==> config.mk <==
export PLATFORM = sky130hd
export DESIGN_NAME = wmcc_ctrl
export DESIGN_NICKNAME = d
export VERILOG_FILES = /design/src/wmcc_pkg.sv /design/src/wmcc_ctrl.sv
export SDC_FILE = /design/constraint.sdc
export NUM_CORES = 1
export LEC_CHECK = 0
export ABC_AREA = 1
export BUFFER_PORTS_ARGS = -buffer_cell sky130_fd_sc_hd__buf_2
export CORE_AREA = 2 2 39 41
export DETAILED_ROUTE_END_ITERATION = 6
export DIE_AREA = 0 0 41 43
export PLACE_DENSITY = 0.58
export SLEW_MARGIN = 20
export SYNTH_ARGS = -nofsm -noshare
export SYNTH_HDL_FRONTEND = slang
export SYNTH_SLANG_ARGS = --single-unit
export TNS_END_PERCENT = 100
==> constraint.sdc <==
create_clock -name aclk -period 2.3 [get_ports aclk]
set_input_delay 0.345 -clock aclk [delete_from_list [all_inputs] [get_ports aclk]]
set_output_delay 0.345 -clock aclk [all_outputs]
set_load 0.03 [all_outputs]
==> src/wmcc_pkg.sv <==
// Shared types and constants for the windowed message class counter.
package wmcc_pkg;

    localparam int TB_W    = 8;
    localparam int SUM_W   = 24;
    localparam int NUM_CLS = 4;

    localparam logic [SUM_W-1:0] SUM_MAX = '1;

    // operation field codes
    localparam logic OP_RECORD = 1'b0;
    localparam logic OP_REPORT = 1'b1;

    // class index = {forwarded, bulletin}
    localparam logic [1:0] CLS_LP = 2'd0;
    localparam logic [1:0] CLS_LB = 2'd1;
    localparam logic [1:0] CLS_FP = 2'd2;
    localparam logic [1:0] CLS_FB = 2'd3;

    typedef struct packed {
        logic load;
        logic reduce;
        logic advance;
        logic rd_cur;
        logic wr;
        logic sum_rd;
        logic out_load;
    } wmcc_cmd_t;

    typedef struct packed {
        logic red_ge;
        logic record;
        logic cnt_last;
    } wmcc_sts_t;

endpackage

==> src/wmcc_ctrl.sv <==
// Controller: sequences reduce, advance, record and window sum per transaction.
module wmcc_ctrl (
    input  logic                aclk,
    input  logic                aresetn,
    input  logic                s_valid,
    output logic                s_ready,
    output logic                m_valid,
    input  logic                m_ready,
    input  wmcc_pkg::wmcc_sts_t sts,
    output wmcc_pkg::wmcc_cmd_t cmd
);

    localparam logic [2:0] ST_IDLE    = 3'd0;
    localparam logic [2:0] ST_REDUCE  = 3'd1;
    localparam logic [2:0] ST_ADVANCE = 3'd2;
    localparam logic [2:0] ST_RD      = 3'd3;
    localparam logic [2:0] ST_WR      = 3'd4;
    localparam logic [2:0] ST_SUM     = 3'd5;
    localparam logic [2:0] ST_DRAIN   = 3'd6;
    localparam logic [2:0] ST_DONE    = 3'd7;

    logic [2:0] state_reg;
    logic [2:0] state_next;
    logic       m_valid_reg;
    logic       m_valid_next;

    assign s_ready = state_reg == ST_IDLE;
    assign m_valid = m_valid_reg;

    always_comb begin
        state_next = state_reg;
        cmd        = '0;
        unique case (state_reg)
            ST_IDLE: begin
                if (s_valid) begin
                    cmd.load   = 1'b1;
                    state_next = ST_REDUCE;
                end
            end
            ST_REDUCE: begin
                if (sts.red_ge) begin
                    cmd.reduce = 1'b1;
                end else begin
                    state_next = ST_ADVANCE;
                end
            end
            ST_ADVANCE: begin
                cmd.advance = 1'b1;
                state_next  = sts.record ? ST_RD : ST_SUM;
            end
            ST_RD: begin
                cmd.rd_cur = 1'b1;
                state_next = ST_WR;
            end
            ST_WR: begin
                cmd.wr     = 1'b1;
                state_next = ST_SUM;
            end
            ST_SUM: begin
                cmd.sum_rd = 1'b1;
                if (sts.cnt_last) begin
                    state_next = ST_DRAIN;
                end
            end
            ST_DRAIN: begin
                state_next = ST_DONE;
            end
            ST_DONE: begin
                // hold until the output register is free
                if (!m_valid_reg || m_ready) begin
                    cmd.out_load = 1'b1;
                    state_next   = ST_IDLE;
                end
            end
            default: begin
                state_next = ST_IDLE;
            end
        endcase
    end

    always_comb begin
        m_valid_next = m_valid_reg;
        if (m_valid_reg && m_ready) begin
            m_valid_next = 1'b0;
        end
        if (cmd.out_load) begin
            m_valid_next = 1'b1;
        end
    end

    always_ff @(posedge aclk) begin
        if (!aresetn) begin
            state_reg   <= ST_IDLE;
            m_valid_reg <= 1'b0;
        end else begin
            state_reg   <= state_next;
            m_valid_reg <= m_valid_next;
        end
    end

endmodule
==> metrics.md <==
| Metric | Value |
|---|---|
| Post-synthesis cell count | `50` |
| Yosys Warn Count | `0` |
| Iter 0 DRT Violations | `6` |
| Final HPWL DP | `551 um` |
| Cell Rows | `14` |
| Layout cells sized above 1 | `48.5%` |
| Seq pwr share | `26.4%` |
| Normalized max-slew margin | `81.3%` |
| Fin Hold WS | `0.363 ns` |
| Static leakage | `0.246 nW` |
| Commonest non-fill, non-tap cell in the layout | `buf_2` |
| Slowest stage delay, CP | `0.47 ns` |
| Worst Tran Pin Value | `0.280 ns` |
| Antenna cells | `0` |
| Buffer and inverter count on the worst path | `1` |
| Area grow syn2layout | `29.3%` |
| Core Box Area | `0.00138 mm^2` |
| # Post-CTS Setup Buffers | `0` |
| Detailed-route via count | `325` |
| I/O pins | `16` |
| Mapped cell area | `338 um^2` |
| Register area | `80.1 um^2` |
| Max Cap Viol | `0` |
| Footprint of the multi-input gates | `205 um^2` |
| DRT Pass-1 Iters | `2` |
| Largest net degree at the start of global routing | `10` |
| DIE WIDTH | `41 um` |
| HP Class | `input pin to register` |
| Number of global-route vias before repair | `287` |
| Mean area per synthesized cell | `6.76 um^2` |
| Die footprint | `0.00176 mm^2` |
| Arrival time at the worst endpoint | `1.24 ns` |
| Top FF cell, synth | `dfxtp_1` |
| Outcome | `completed` |
| Worst r2r src | `state_reg[0]` |
| Data required time of the worst path | `1.96 ns` |
| Slew Limit Fails | `0` |
| Total global-route track usage | `8.33%` |
| Syn_nets | `57` |
| EDFF count, synth | `0` |
| Sw Share | `49.3%` |
| Max VDD drop | `0.280 mV` |
| Seq/Total Area, Yosys | `23.7%` |
| Fin Clk Skew | `0.000147 ns` |
| Commonest non-fill, non-tap cells in the layout | `buf_2, nand2_1, inv_1, nor2_1` |
| Routed Antenna Nets | `0` |
| Combinational power share | `53.4%` |
| Final Core Density | `31.6%` |
| Grt total ovfl | `0` |
| Synth unique cells | `16` |
| First-pass GRT wire length | `972 um` |
| Crit-path slowest cell | `dfxtp_1` |
| Via density per instance | `3.96` |
| Min Clock Period, post-route | `1.58 ns` |
| NetSw | `0.000213 W` |
| Final cycle utilization of the critical path | `68.7%` |
| Setup CP Type | `register to output port` |
| # port buffers | `15` |
| Routability congestion estimate from global placement | `0.714` |
| Worst-path cell chain | `nand2_1 -> nor2_2 -> buf_2` |
| Pwr dens | `988 mW/mm^2` |
| Placement Setup Slack | `0.961 ns` |
| Nature of the critical path startpoint | `register` |
| PostCTS Resize Cnt | `0` |
| CTS root buf | `clkbuf_4` |
| Final WL | `655 um` |
| Final setup violation count | `0` |
| CTS tree | `done` |
| Worst hold start | `aresetn` |
| Fin nets | `75` |
| Final hold violations | `0` |
| FF-to-FF End | `state_reg[2]` |
| # fillers | `165` |
| Max frequency | `633 MHz` |
| Hold EP | `state_reg[2]` |
| R2R cell count | `5` |
| DRC | `0` |
| Clock slew at reported path FFs | `0.04 ns` |
| Reg-to-reg setup timing slack | `1.14 ns` |
| CP endpoint kind | `output port` |
| Largest register FFs | `3` |
| Final Non-Filler Cells | `82` |
| CTS Buffer Depth | `2` |
| Initial antenna violation count | `0` |
| Async SR Flop Fraction | `0%` |
| RSZ-0062 raised after global routing | `no` |
| Die Ht | `43 um` |
| Routed WL per cell | `7.99 um` |
| Hold bufs inserted after CTS | `0` |
| Skew-Pair Late Insertion Delay | `0.23 ns` |
| #FFs+latches synth | `4` |
| Placed insts | `79` |
| Internal | `0.000219 W` |
| Total CTS buffers | `3` |
| Clk sinks | `4` |
| Depth of the CTS H-tree | `1` |
| Starting Density | `24.4%` |
| CP Max Fanout | `9` |
| Min-Delay Path Depth | `3` |
| Clk network pwr share | `20.2%` |
| Setup TNS | `0 ns` |
| Crit-path leading delay family | `flip-flops` |
| Final worst slack | `0.720 ns` |
-- synth_stat cells, types with 2 or more instances --
cell type | number | area [um^2]
nand3_1 | 2 | 10.0
inv_1 | 7 | 26.3
o21ai_0 | 2 | 10.0
a21oi_1 | 2 | 10.0
nor2_1 | 7 | 26.3
inv_2 | 2 | 7.51
nor3_1 | 2 | 10.0
dfxtp_1 | 4 | 80.1
nor2_2 | 3 | 18.8
nand2_1 | 8 | 30.0
nor2_4 | 4 | 45.0
nand3_2 | 3 | 30.0
-- final cells by class --
class	count	area share, %
clock buffer	3	5.16
inverter	9	7.74
multi-input combinational	35	47.0
sequential	4	18.3
tap	16	4.58
timing repair buffer	15	17.2
-- power by group through the flow --
stage,clock (W),combinational [W],sequential (W)
final,0.0000871,0.000231,0.000114
after global routing,0.0000969,0.000253,0.000117
after CTS,0.0000904,0.000235,0.000114
after detailed placement,0,0.000234,0.000116
after global placement,0,0.000234,0.000114
after floorplan,0,0.000203,0.000103
-- logic make-up (layout without fill, tap and decap cells) --
group / count (synthesis) / after routing / synth area share, %
AO/OA/AOI/OAI: 5 / 5 / 8.52
flip-flops: 4 / 4 / 23.7
AND/OR/NAND/NOR: 30 / 30 / 52.2
buffers and inverters: 11 / 27 / 15.6
-- layer usage --
metal / global-route usage [%] / wire [um]
met5: 0 / 0
met4: 8.00 / 0
met1: 9.65 / 302
met3: 1.57 / 34
met2: 11.9 / 318
-- worst reg2reg max path: cells and delay by family (launching register included) --
kind	cells	cell delay, ns
compound gates	1	0.14
flops	1	0.47
simple gates	4	0.44
-- metrics by stage --
| step | cell area (um^2) | total power [W] |
|---|---|---|
| floorplan | 338 | 0.000305 |
| global placement | 414 | 0.000348 |
| detailed placement | 414 | 0.000350 |
| CTS | 437 | 0.000440 |
| global route | 437 | 0.000468 |
| finish | 437 | 0.000432 |
-- worst max path at each step --
stage	slack (ns)	cells after the start	endpoint	startpoint
after global placement	0.98	3	cmd[5]	state_reg[0]
after CTS	0.70	3	cmd[5]	state_reg[0]
after floorplan	0.81	2	cmd[2]	state_reg[2]
final	0.72	3	cmd[5]	state_reg[0]
after global routing	0.63	3	cmd[5]	state_reg[0]
after detailed placement	0.96	3	cmd[5]	state_reg[0]
Note: power is estimated with default switching activity, not from simulation.
